--- src/sv/bq_ram.sv ---
// Generic single-write, single-read RAM with a registered read port.
// No dependencies.
`default_nettype none

module bq_ram #(
  parameter int WIDTH = 32,
  parameter int DEPTH = 40
) (
  input  wire logic                     clk_i,
  input  wire logic                     we_i,
  input  wire logic [$clog2(DEPTH)-1:0] waddr_i,
  input  wire logic [WIDTH-1:0]         wdata_i,
  input  wire logic                     re_i,
  input  wire logic [$clog2(DEPTH)-1:0] raddr_i,
  output logic      [WIDTH-1:0]         rdata_o
);

  logic [WIDTH-1:0] mem_q [DEPTH];

  always_ff @(posedge clk_i) begin
    if (we_i) begin
      mem_q[waddr_i] <= wdata_i;
    end
    if (re_i) begin
      rdata_o <= mem_q[raddr_i];
    end
  end

endmodule

`default_nettype wire

--- config.mk ---
export PLATFORM = sky130hd
export DESIGN_NAME = bq_ram
export DESIGN_NICKNAME = d
export VERILOG_FILES = /design/src/sv/bq_ram.sv
export SDC_FILE = /design/constraint.sdc
export NUM_CORES = 1
export LEC_CHECK = 0
export ABC_CLOCK_PERIOD_IN_PS = 4300
export BUFFER_PORTS_ARGS = -buffer_cell sky130_fd_sc_hd__buf_4
export CAP_MARGIN = 20
export CORE_MARGIN = 1.5
export CORE_UTILIZATION = 60
export DETAILED_ROUTE_END_ITERATION = 8
export PLACE_DENSITY_LB_ADDON = 0.3
export SYNTH_ARGS = -nofsm -noshare
export SYNTH_HDL_FRONTEND = slang
export SYNTH_SLANG_ARGS = --single-unit
--- constraint.sdc ---
create_clock -name clk_i -period 4.3 [get_ports clk_i]
set_input_delay 0.86 -clock clk_i [delete_from_list [all_inputs] [get_ports clk_i]]
set_output_delay 0.86 -clock clk_i [all_outputs]
set_load 0.03 [all_outputs]
==> results.cfg <==
[clock_tree]
clock_latency_ps = 720
cts_sinks = 1312
post_cts_buffers = 0
cts_resized = 0
path_clk_slew_ps = 60
cts_inserted_buffers = 131
cts_buffer_depth = 3
cts-htree-levels = 4
cts_tree = built
cts_hold_buf = 0
cts_root_buffer = clkbuf_16

[synthesis]
ys_top_cells_by_area = edfxtp_1, mux2i_1, mux4_2
syn_area_per_cell_sq_um = 19.9
synth.cell_area_sq_mm = 0.0509
synth_top_area_share_pct = 77.3
synth_nets = 2609
synth_cell_type_count = 32
ys.warnings.count = 0
yosysTopAreaCell = edfxtp_1
ys_seq_area_share_pct = 77.3
netlist_instances = 2562
synth_seq_cells = 1312

[sta]
hold_viol = 0
whs_ps = 574
rsz0062_at_grt = false
period_needed_ps = 2700
setup_violations = 0
relSlewSlack_pct = 30.4
drv_slew = 0
final.setup.worst_slack_ps = 1600
finalSetupTns_ps = 0
fin_crit_sh_pct = 62.8
clock_skew_ps = 28.2
worst_pin_slew_ps = 1040
fmax_ghz = 0.370

[worst_setup_path]
path_common_cell = buf_4
r2r_slack_ps = 2540
required_ps = 4740
critPathMaxFanout = 59
rr_worst_depth = 5
criticalPathCategory = primary input to flip-flop
r2r_end = rdata_o[10]$_DFFE_PP_
crit_slowest_cell = buf_4
crit_chain = buf_4 -> nor2b_4 -> buf_4 -> a22o_1 -> a221oi_2 -> o22ai_1 -> o41ai_2
endpoint_kind = flip-flop
cp_data_arrival_time_ps = 3140
slowest_delay_ps = 790
r2r-start = mem_q[5][10]$_DFFE_PP_
start_kind = primary input

[cells_and_area]
fin_util_pct = 68.5
finish.instance_area_sq_mm = 0.0574
fin_nets = 2758
final_common_cell = edfxtp_1
final_cell_mix = edfxtp_1, mux2i_1, buf_4
n_fill_cell = 5280
drive_gt1_share_pct = 19.5
final_cells = 3948
syn_to_final_growth_pct = 12.7

[global_routing]
grt_pass1_vias = 26400
grt_pass1_wl_mm = 181
grt_max_degree = 84
grt_usage_pct = 29.7
grt_overflow = 0
antenna_found_initial = 2

[drt]
wl_mm = 126
drt_iter0_markers = 3538
first_pass_iters = 6
ant_nets = 0
routedWlPerCell_um = 32.0
drc = 0
vias_per_cell = 6.67
vias = 26300

[worst_hold_path]
hold_end = mem_q[5][12]$_DFFE_PP_
hp-start = wdata_i[12]
hold_path.class = primary input to flip-flop
holdPathStages = 1

[place]
placed_area_sq_mm = 0.0533
io_buffers = 78
place_ws_ps = 931
dp_hpwl_mm = 63.6
place_inst = 3712
routabilityCongestion = 0.793

[run]
drv_cap = 0

[floorplan]
pin_count = 79
coreArea_sq_mm = 0.0838
initial_core_util_pct = 60.8
die_h_um = 294
design.die.area_sq_mm = 0.0867
fp-row-count = 106
die_x_um = 294

[status]
status = complete, no violations

[power_and_ir_drop]
p_leak_nw = 19.4
peakVddDrop_uv = 419
power_mw = 26.6
powerDensity_mw_per_mm2 = 462
final cells by class:
cell class	instances	area [sq um]	area share, %
Sequential cell	1312	39400	68.6
Multi-Input combinational cell	1095	11000	19.1
Clock buffer	174	3570	6.21
Timing Repair Buffer	171	1490	2.60
Tap cell	1134	1420	2.47
Clock inverter	60	556	0.967
Antenna cell	2	5.00	0.00872
registers in the layout, indices dropped and copies added (netlist names):
register	flops
mem_q	1280
rdata_o	32
critical path: cells and delay by family:
kind | cells | cell delay, ps
AO/OA/AOI/OAI | 4 | 690
buffers and inverters | 2 | 1200
AND/OR/NAND/NOR | 1 | 320
report_power, final:
| group | internal, mW | switching [mW] | total (mW) | leakage [nW] |
|---|---|---|---|---|
| Combinational | 0.486 | 0.876 | 1.36 | 5.59 |
| Clock | 6.33 | 4.62 | 11.0 | 2.01 |
| Sequential | 14.2 | 0.0462 | 14.2 | 11.8 |
| Total | 21.0 | 5.54 | 26.6 | 19.4 |
worst max-delay path by stage:
stage                    start                endpoint  slack (ps)
floorplan           waddr_i[5]  mem_q[16][0]$_DFFE_PP_         290
global placement    raddr_i[2]   rdata_o[27]$_DFFE_PP_         990
detailed placement  raddr_i[1]   rdata_o[28]$_DFFE_PP_         930
CTS                 raddr_i[1]   rdata_o[11]$_DFFE_PP_        1700
global route        raddr_i[1]   rdata_o[28]$_DFFE_PP_        1590
finish              raddr_i[1]   rdata_o[11]$_DFFE_PP_        1600
metal layers:
metal,GRT usage [%],routed length [um],up-vias
li1,-,-,10900
met1,40.6,47800,13600
met2,48.5,62100,1511
met3,4.97,11700,319
met4,11.4,4780,2
met5,0,8,-
kinds of logic (layout without fill, tap and decap cells):
logic type | Yosys count | count (layout) | share of synthesized area [%]
DFF | 1312 | 1312 | 77.3
muxes | 608 | 608 | 13.6
and+or+nand+nor | 103 | 103 | 0.872
other | 0 | 2 | 0
AOI/OAI and AO/OA | 384 | 384 | 6.46
buffers and inverters | 155 | 405 | 1.72
cell usage after synthesis:
cell type and n:
clkbuf_1 62, o22ai_1 32, nor2_1 41, nor4bb_1 1, a22oi_1 128, and2_1 1, mux2i_1 512, or3_1 1
edfxtp_1 1312, buf_2 28, buf_4 25, nand2_1 39, or3b_2 1, nand3b_1 1, buf_12 1, clkbuf_4 9
nor2b_1 5, nand3_1 4, a22o_1 64, or2_2 1, buf_8 1, buf_6 14, o41ai_2 32, nand2b_1 5
a221oi_2 27, a21oi_1 64, mux4_2 64, mux2_2 32, a221oi_1 37, nor3_1 2, buf_1 15, nand4_1 1
Note: power is estimated with default switching activity, not from simulation.
