**src/sv/bq_pkg.sv**
```systemverilog
// Shared types, constants and the control program of the biquad cascade.
// Used by bq_dp and cascaded_biquad_iir_filter; depends on nothing else.
`default_nettype none

package bq_pkg;

  localparam int DATA_W           = 32;  // section output word, 8 fraction bits
  localparam int OUT_FRAC         = 8;
  localparam int COEF_INT_BITS    = 3;
  localparam int SLOTS            = 5;
  localparam int IDX_W            = 6;
  localparam int REQ_W            = 2;
  localparam int CNT_W            = 4;
  localparam int MAX_SECTIONS_DEF = 8;
  localparam int SAMPLE_WIDTH_DEF = 16;
  localparam int COEF_WIDTH_DEF   = 32;

  typedef enum logic [REQ_W-1:0] {
    REQ_FILTER = 2'd0,
    REQ_COEF   = 2'd1,
    REQ_CLEAR  = 2'd2,
    REQ_RSVD   = 2'd3
  } req_e;

  typedef enum logic [2:0] {
    SLOT_B0 = 3'd0,
    SLOT_B1 = 3'd1,
    SLOT_B2 = 3'd2,
    SLOT_A1 = 3'd3,
    SLOT_A2 = 3'd4
  } slot_e;

  typedef enum logic [1:0] {
    SRC_HIST = 2'd0,
    SRC_XA   = 2'd1,
    SRC_XB   = 2'd2,
    SRC_XC   = 2'd3
  } src_e;

  typedef enum logic [1:0] {
    ACC_NONE  = 2'd0,
    ACC_LOADN = 2'd1,
    ACC_ADD   = 2'd2,
    ACC_SUB   = 2'd3
  } acc_e;

  typedef enum logic [1:0] {
    SEQ_NEXT = 2'd0,
    SEQ_LOOP = 2'd1,
    SEQ_DONE = 2'd2
  } seq_e;

  // One control word of the program.
  typedef struct packed {
    logic  coef_rd;
    slot_e slot;
    logic  hist_rd;
    logic  hist_hi;   // 0 reads y1, 1 reads y2 of the section
    logic  mul_en;
    src_e  mul_src;
    acc_e  acc_op;
    logic  ya_ld;
    logic  yb_ld;
    logic  tail;      // marked actions finish the previous section
    logic  copy_x;
    logic  round_en;
    logic  hw_y0;
    logic  hw_y1;
    seq_e  seq;
  } ctrl_t;

  // Datapath controls, already qualified by the sequencer.
  typedef struct packed {
    logic load_in;
    logic mul_en;
    src_e mul_src;
    acc_e acc_op;
    logic ya_ld;
    logic yb_ld;
    logic copy_x;
    logic round_en;
  } dp_ctrl_t;

  localparam ctrl_t CTRL_NOP = '0;

  localparam int STEP_W = 4;
  localparam logic [STEP_W-1:0] STEP_L0  = 4'd0;
  localparam logic [STEP_W-1:0] STEP_L1  = 4'd1;
  localparam logic [STEP_W-1:0] STEP_L2  = 4'd2;
  localparam logic [STEP_W-1:0] STEP_L3  = 4'd3;
  localparam logic [STEP_W-1:0] STEP_L4  = 4'd4;
  localparam logic [STEP_W-1:0] STEP_E0  = 4'd5;
  localparam logic [STEP_W-1:0] STEP_E1  = 4'd6;
  localparam logic [STEP_W-1:0] STEP_E2  = 4'd7;
  localparam logic [STEP_W-1:0] STEP_OUT = 4'd8;

  // Loop steps L0..L4 start one section while the tail of the previous one
  // drains; E0..E2 drain the last section and OUT writes back and delivers.
  function automatic ctrl_t ucode(input logic [STEP_W-1:0] step);
    ctrl_t c;
    c = CTRL_NOP;
    case (step)
      STEP_L0: begin
        c.coef_rd = 1'b1;  c.slot = SLOT_A1;
        c.hist_rd = 1'b1;  c.hist_hi = 1'b0;
        c.mul_en  = 1'b1;  c.mul_src = SRC_XA;
        c.acc_op  = ACC_ADD;
        c.tail    = 1'b1;  c.copy_x = 1'b1;  c.hw_y1 = 1'b1;
      end
      STEP_L1: begin
        c.coef_rd = 1'b1;  c.slot = SLOT_A2;
        c.hist_rd = 1'b1;  c.hist_hi = 1'b1;
        c.mul_en  = 1'b1;  c.mul_src = SRC_HIST;
        c.acc_op  = ACC_ADD;
        c.ya_ld   = 1'b1;
      end
      STEP_L2: begin
        c.coef_rd = 1'b1;  c.slot = SLOT_B1;
        c.mul_en  = 1'b1;  c.mul_src = SRC_HIST;
        c.acc_op  = ACC_LOADN;
        c.yb_ld   = 1'b1;
        c.tail    = 1'b1;  c.round_en = 1'b1;
      end
      STEP_L3: begin
        c.coef_rd = 1'b1;  c.slot = SLOT_B2;
        c.mul_en  = 1'b1;  c.mul_src = SRC_XB;
        c.acc_op  = ACC_SUB;
        c.tail    = 1'b1;  c.hw_y0 = 1'b1;
      end
      STEP_L4: begin
        c.coef_rd = 1'b1;  c.slot = SLOT_B0;
        c.mul_en  = 1'b1;  c.mul_src = SRC_XC;
        c.acc_op  = ACC_ADD;
        c.seq     = SEQ_LOOP;
      end
      STEP_E0: begin
        c.mul_en  = 1'b1;  c.mul_src = SRC_XA;
        c.acc_op  = ACC_ADD;
        c.hw_y1   = 1'b1;
      end
      STEP_E1: begin
        c.acc_op  = ACC_ADD;
      end
      STEP_E2: begin
        c.round_en = 1'b1;
      end
      STEP_OUT: begin
        c.hw_y0   = 1'b1;
        c.seq     = SEQ_DONE;
      end
      default: c = CTRL_NOP;
    endcase
    return c;
  endfunction

endpackage

`default_nettype wire

```
**src/sv/bq_dp.sv**
```systemverilog
// Biquad datapath: one multiplier, exact accumulator, rounding and saturation.
// Driven by dp_ctrl_t words from the sequencer; depends on bq_pkg.
`default_nettype none

module bq_dp
  import bq_pkg::*;
#(
  parameter int SAMPLE_WIDTH = SAMPLE_WIDTH_DEF,
  parameter int COEF_WIDTH   = COEF_WIDTH_DEF
) (
  input  wire logic                           clk_i,
  input  wire dp_ctrl_t                       ctrl_i,
  input  wire logic signed [SAMPLE_WIDTH-1:0] x_i,
  input  wire logic signed [SAMPLE_WIDTH-1:0] x1_i,
  input  wire logic signed [SAMPLE_WIDTH-1:0] x2_i,
  input  wire logic        [COEF_WIDTH-1:0]   coef_i,
  input  wire logic        [DATA_W-1:0]       hist_i,
  output logic             [DATA_W-1:0]       xa_o,
  output logic             [DATA_W-1:0]       ya_o,
  output logic             [SAMPLE_WIDTH-1:0] sample_o,
  output logic                                clip_o
);

  localparam int PW   = COEF_WIDTH + DATA_W;
  localparam int AW   = PW + 3;
  localparam int FRAC = COEF_WIDTH - 1 - COEF_INT_BITS;
  localparam int FW   = DATA_W + 1;

  localparam logic signed [AW-1:0] HALF  = AW'(1) <<< (FRAC - 1);
  localparam logic signed [AW-1:0] Y_MAX = (AW'(1) <<< (DATA_W - 1)) - AW'(1);
  localparam logic signed [AW-1:0] Y_MIN = -(AW'(1) <<< (DATA_W - 1));
  localparam logic signed [FW-1:0] F_HALF = FW'(1) <<< (OUT_FRAC - 1);
  localparam logic signed [FW-1:0] S_MAX = (FW'(1) <<< (SAMPLE_WIDTH - 1)) - FW'(1);
  localparam logic signed [FW-1:0] S_MIN = -(FW'(1) <<< (SAMPLE_WIDTH - 1));

  logic signed [DATA_W-1:0] xa_q, xb_q, xc_q, ya_q, yb_q;
  logic signed [PW-1:0]     prod_q;
  logic signed [AW-1:0]     acc_q, acc_d;
  logic                     clip_q;

  logic signed [DATA_W-1:0] op;
  logic signed [AW-1:0]     rnd, ysh;
  logic signed [DATA_W-1:0] ysat;
  logic                     ysat_hit;
  logic signed [FW-1:0]     fsum, fsh;
  logic                     fsat_hit;

  always_comb begin
    case (ctrl_i.mul_src)
      SRC_HIST: op = hist_i;
      SRC_XA:   op = xa_q;
      SRC_XB:   op = xb_q;
      SRC_XC:   op = xc_q;
      default:  op = xa_q;
    endcase
  end

  always_comb begin
    case (ctrl_i.acc_op)
      ACC_LOADN: acc_d = -AW'(prod_q);
      ACC_ADD:   acc_d = acc_q + AW'(prod_q);
      ACC_SUB:   acc_d = acc_q - AW'(prod_q);
      default:   acc_d = acc_q;
    endcase
  end

  // Round half up to 8 fraction bits, then clamp to the 32-bit section word.
  always_comb begin
    rnd      = acc_q + HALF;
    ysh      = rnd >>> FRAC;
    ysat_hit = (ysh > Y_MAX) || (ysh < Y_MIN);
    if (ysh > Y_MAX) begin
      ysat = DATA_W'(Y_MAX);
    end else if (ysh < Y_MIN) begin
      ysat = DATA_W'(Y_MIN);
    end else begin
      ysat = ysh[DATA_W-1:0];
    end
  end

  // Final integer sample from the last section output held in xa.
  always_comb begin
    fsum     = FW'(xa_q) + F_HALF;
    fsh      = fsum >>> OUT_FRAC;
    fsat_hit = (fsh > S_MAX) || (fsh < S_MIN);
    if (fsh > S_MAX) begin
      sample_o = SAMPLE_WIDTH'(S_MAX);
    end else if (fsh < S_MIN) begin
      sample_o = SAMPLE_WIDTH'(S_MIN);
    end else begin
      sample_o = fsh[SAMPLE_WIDTH-1:0];
    end
  end

  always_ff @(posedge clk_i) begin
    if (ctrl_i.mul_en) begin
      prod_q <= $signed(coef_i) * op;
    end
    acc_q <= acc_d;
    if (ctrl_i.load_in) begin
      xa_q   <= DATA_W'(x_i) <<< OUT_FRAC;
      xb_q   <= DATA_W'(x1_i) <<< OUT_FRAC;
      xc_q   <= DATA_W'(x2_i) <<< OUT_FRAC;
      clip_q <= 1'b0;
    end else begin
      if (ctrl_i.copy_x) begin
        xb_q <= ya_q;
        xc_q <= yb_q;
      end
      if (ctrl_i.round_en) begin
        xa_q   <= ysat;
        clip_q <= clip_q | ysat_hit;
      end
    end
    if (ctrl_i.ya_ld) begin
      ya_q <= hist_i;
    end
    if (ctrl_i.yb_ld) begin
      yb_q <= hist_i;
    end
  end

  assign xa_o   = xa_q;
  assign ya_o   = ya_q;
  assign clip_o = clip_q | fsat_hit;

endmodule

`default_nettype wire

```
**config.mk**
```make
export PLATFORM = sky130hd
export DESIGN_NAME = bq_dp
export DESIGN_NICKNAME = d
export VERILOG_FILES = /design/src/sv/bq_pkg.sv /design/src/sv/bq_dp.sv
export SDC_FILE = /design/constraint.sdc
export NUM_CORES = 2
export LEC_CHECK = 0
export ABC_CLOCK_PERIOD_IN_PS = 24800
export BUFFER_PORTS_ARGS = -buffer_cell sky130_fd_sc_hd__buf_4
export CAP_MARGIN = 20
export CORE_UTILIZATION = 54
export DETAILED_ROUTE_END_ITERATION = 10
export PLACE_DENSITY = 0.8
export SLEW_MARGIN = 15
export SYNTH_ARGS = -nofsm -noshare
export SYNTH_HDL_FRONTEND = slang
export SYNTH_SLANG_ARGS = --single-unit
```
**constraint.sdc**
```tcl
create_clock -name clk_i -period 24.8 [get_ports clk_i]
set_input_delay 4.96 -clock clk_i [delete_from_list [all_inputs] [get_ports clk_i]]
set_output_delay 4.96 -clock clk_i [all_outputs]
set_load 0.1 [all_outputs]
```
==> flow_summary.toml <==
[status]
status = "finished clean"

[clock_tree]
clock-sinks = 292
post-cts-setup-buffers = 0
h-tree-depth = 1
cts_tree = "done"
worstSkewPairLatency_ps = 600
clock-root-buffer = "clkbuf_16"
clk_pin_slew_ps = 70
cts_hold_buf = 0
numCtsBuffers = 29
clockBufferDepth = 3
cts_resized = 0

[worst_setup_path]
r2r-start = "xa_o[12]"
path_class = "in2reg"
timing.rr.end = "prod_q[61]"
required_ps = 25120
r2r_slack_ps = 15310
critPathCaptureType = "flop"
startpoint_type = "input port"
cp_data_arrival_time_ps = 14260
reg2regPathDepth = 29
crit_fanout = 33

[die]
core_area_mm2 = 0.100
fp.dieH_um = 320
num_io_pins = 204
initial_utilization = 0.545
rows = 116
dieArea_mm2 = 0.102
die_x_um = 320

[timing]
fmax_mhz = 71.7
setup_viol = 0
worst_slew_pin_slew_ps = 1020
period_needed_ps = 13940
relSlewSlack = 0.313
period_share = 0.562
grt_setup_unrepaired = "false"
slew_viol_final = 0
finalClockSkew_ps = 33.2
tns_ps = 0
hold_viol = 0

[yosys]
synthDominantCellAreaShare = 0.397
synth_area_mm2 = 0.0546
synthTopCellsByArea = "fa_1 40%, edfxtp_1 15%, inv_1 7.7%"
synth_common_cells = "1112 x inv_1, 1083 x fa_1, 637 x nand2_1"
yosysTopAreaCell = "fa_1"
syn-instance-count = 5691
ys_types = 83
synthFlopType = "edfxtp_1"
synthArstFlopShare = 0
synth.avg_cell_area_um2 = 9.59
synth-edff-count = 267
ys_warn_count = 0
ys_ff_latch = 292
synth-seq-area-share = 0.156
yosysMostFrequentCell = "inv_1"
syn-num-nets = 7150

[detailed_routing]
vias_per_cell = 5.78
dr.first_iter.drc_count = 3323
vias = 40400
wl_mm = 144
drt_pass1_iterations = 5
wl_per_cell_um = 20.6
postRouteAntennaNets = 0
drcViolationCount = 0

[cells_and_area]
n_fill_cell = 8423
syn_to_final_growth_pct = 5.98
nets = 7126
drive_above_1_share = 0.0631

[job]
maxCapViolations = 0

[worst_hold_path]
min_path_cells = 2
whs_endpoint = "clip_q"
hp-start = "clip_q"
hold_class = "reg2reg"

[global_routing]
antenna_found_initial = 5
grt_usage = 0.287
grt_pass1_wl_mm = 232
grt_start_max_net_pins = 67
grt_pass1_vias = 42800
grt-ovfl-total = 0

[place]
numPortBuffers = 203
place.gp.congestion = 0.965
dp.final_hpwl_mm = 116
==> per-layer routing <==
layer	vias to the layer above	global-route usage	part of all wire
li1	17500	-	-
met2	1780	0.490	0.49
met4	2	0.0927	0.036
met1	20800	0.386	0.40
met5	-	0	0.000090
met3	351	0.0293	0.070
==> state kept, by name, summed over array words and instances (netlist names) <==
register and flops:
yb_q 32, ya_o 32, xa_o 32, xb_q 32, acc_q 67, clip_q 1, prod_q 64, xc_q 32
==> cells by family (layout without fill, tap and decap cells) <==
logic type,Yosys count,after routing,share of synthesized area
simple gates,1716,1716,0.156
buf+inv,1392,1391,0.0959
fa+ha+maj,1336,1336,0.455
compound gates,600,600,0.0709
xor+xnor,296,296,0.0475
flops,292,292,0.156
mux,59,59,0.0180
other cells,0,2,0
==> per-stage QoR <==
| step | instances | utilization | hold slack, ps | setup slack (ps) | cell area, um^2 |
|---|---|---|---|---|---|
| 3_3_place_gp | 6932 | 0.567 | 442 | 10550 | 56800 |
| 5_1_grt | 6990 | 0.577 | 504 | 10270 | 57800 |
| 3_5_place_dp | 6932 | 0.567 | 448 | 10340 | 56800 |
| 2_1_floorplan | 5691 | - | 426 | 11040 | 54600 |
| 6_report | 6990 | 0.577 | 455 | 10860 | 57800 |
| 4_1_cts | 6986 | 0.577 | 459 | 10900 | 57800 |
==> worst max path at each step <==
stage | from | end | slack [ps] | depth (start not counted)
floorplan | ctrl_i[6] | prod_q[51] | 11040 | 33
global placement | ctrl_i[6] | prod_q[61] | 10550 | 25
detailed placement | ctrl_i[6] | prod_q[61] | 10340 | 25
CTS | ctrl_i[6] | prod_q[61] | 10900 | 25
global route | ctrl_i[6] | prod_q[61] | 10270 | 25
finish | ctrl_i[6] | prod_q[61] | 10860 | 25
==> critical path, stage by stage <==
cell	delay [ps]
buf_4	450
mux4_2	910
nand2_1	240
inv_1	120
fa_1	610
fa_1	470
fa_1	990
inv_1	150
fa_1	830
inv_1	370
fa_1	560
fa_1	560
inv_1	50
fa_1	480
inv_1	50
fa_1	450
ha_1	370
nand3_1	110
nor3_1	250
nand4_1	160
a31oi_1	350
a31oi_1	220
o2bb2ai_1	190
o21ai_0	210
xor2_1	90
==> layout make-up <==
| cell class | instances | area [um^2] | area share |
|---|---|---|---|
| clock inverter | 24 | 221 | 0.00383 |
| sequential | 292 | 8520 | 0.147 |
| timing repair buffer | 224 | 1700 | 0.0294 |
| clock buffer | 30 | 729 | 0.0126 |
| tap | 1298 | 1620 | 0.0281 |
| antenna | 2 | 5.00 | 0.0000866 |
| inverter | 1113 | 4180 | 0.0723 |
| multi-input combinational | 4007 | 40800 | 0.706 |
==> cells in the final DEF, fill, tap and decap left out, types with 27 or more instances in the layout <==
cell type,Yosys,layout
a22o_1,31,31
nand3_1,49,49
a21o_1,85,85
o21ai_0,119,119
xor2_1,117,117
fa_1,1083,1083
nand4_1,35,35
a21oi_1,206,206
mux4_2,31,31
nand2_1,637,636
ha_1,253,253
and2_1,535,535
mux2i_1,27,27
clkbuf_16,0,29
xnor2_1,179,179
edfxtp_1,267,267
buf_4,1,222
nor3_1,55,55
nor2_1,255,254
inv_1,1112,1112
Power is not shown: default switching activity piles up to over one toggle a cycle in this logic, so the estimate is an artifact.
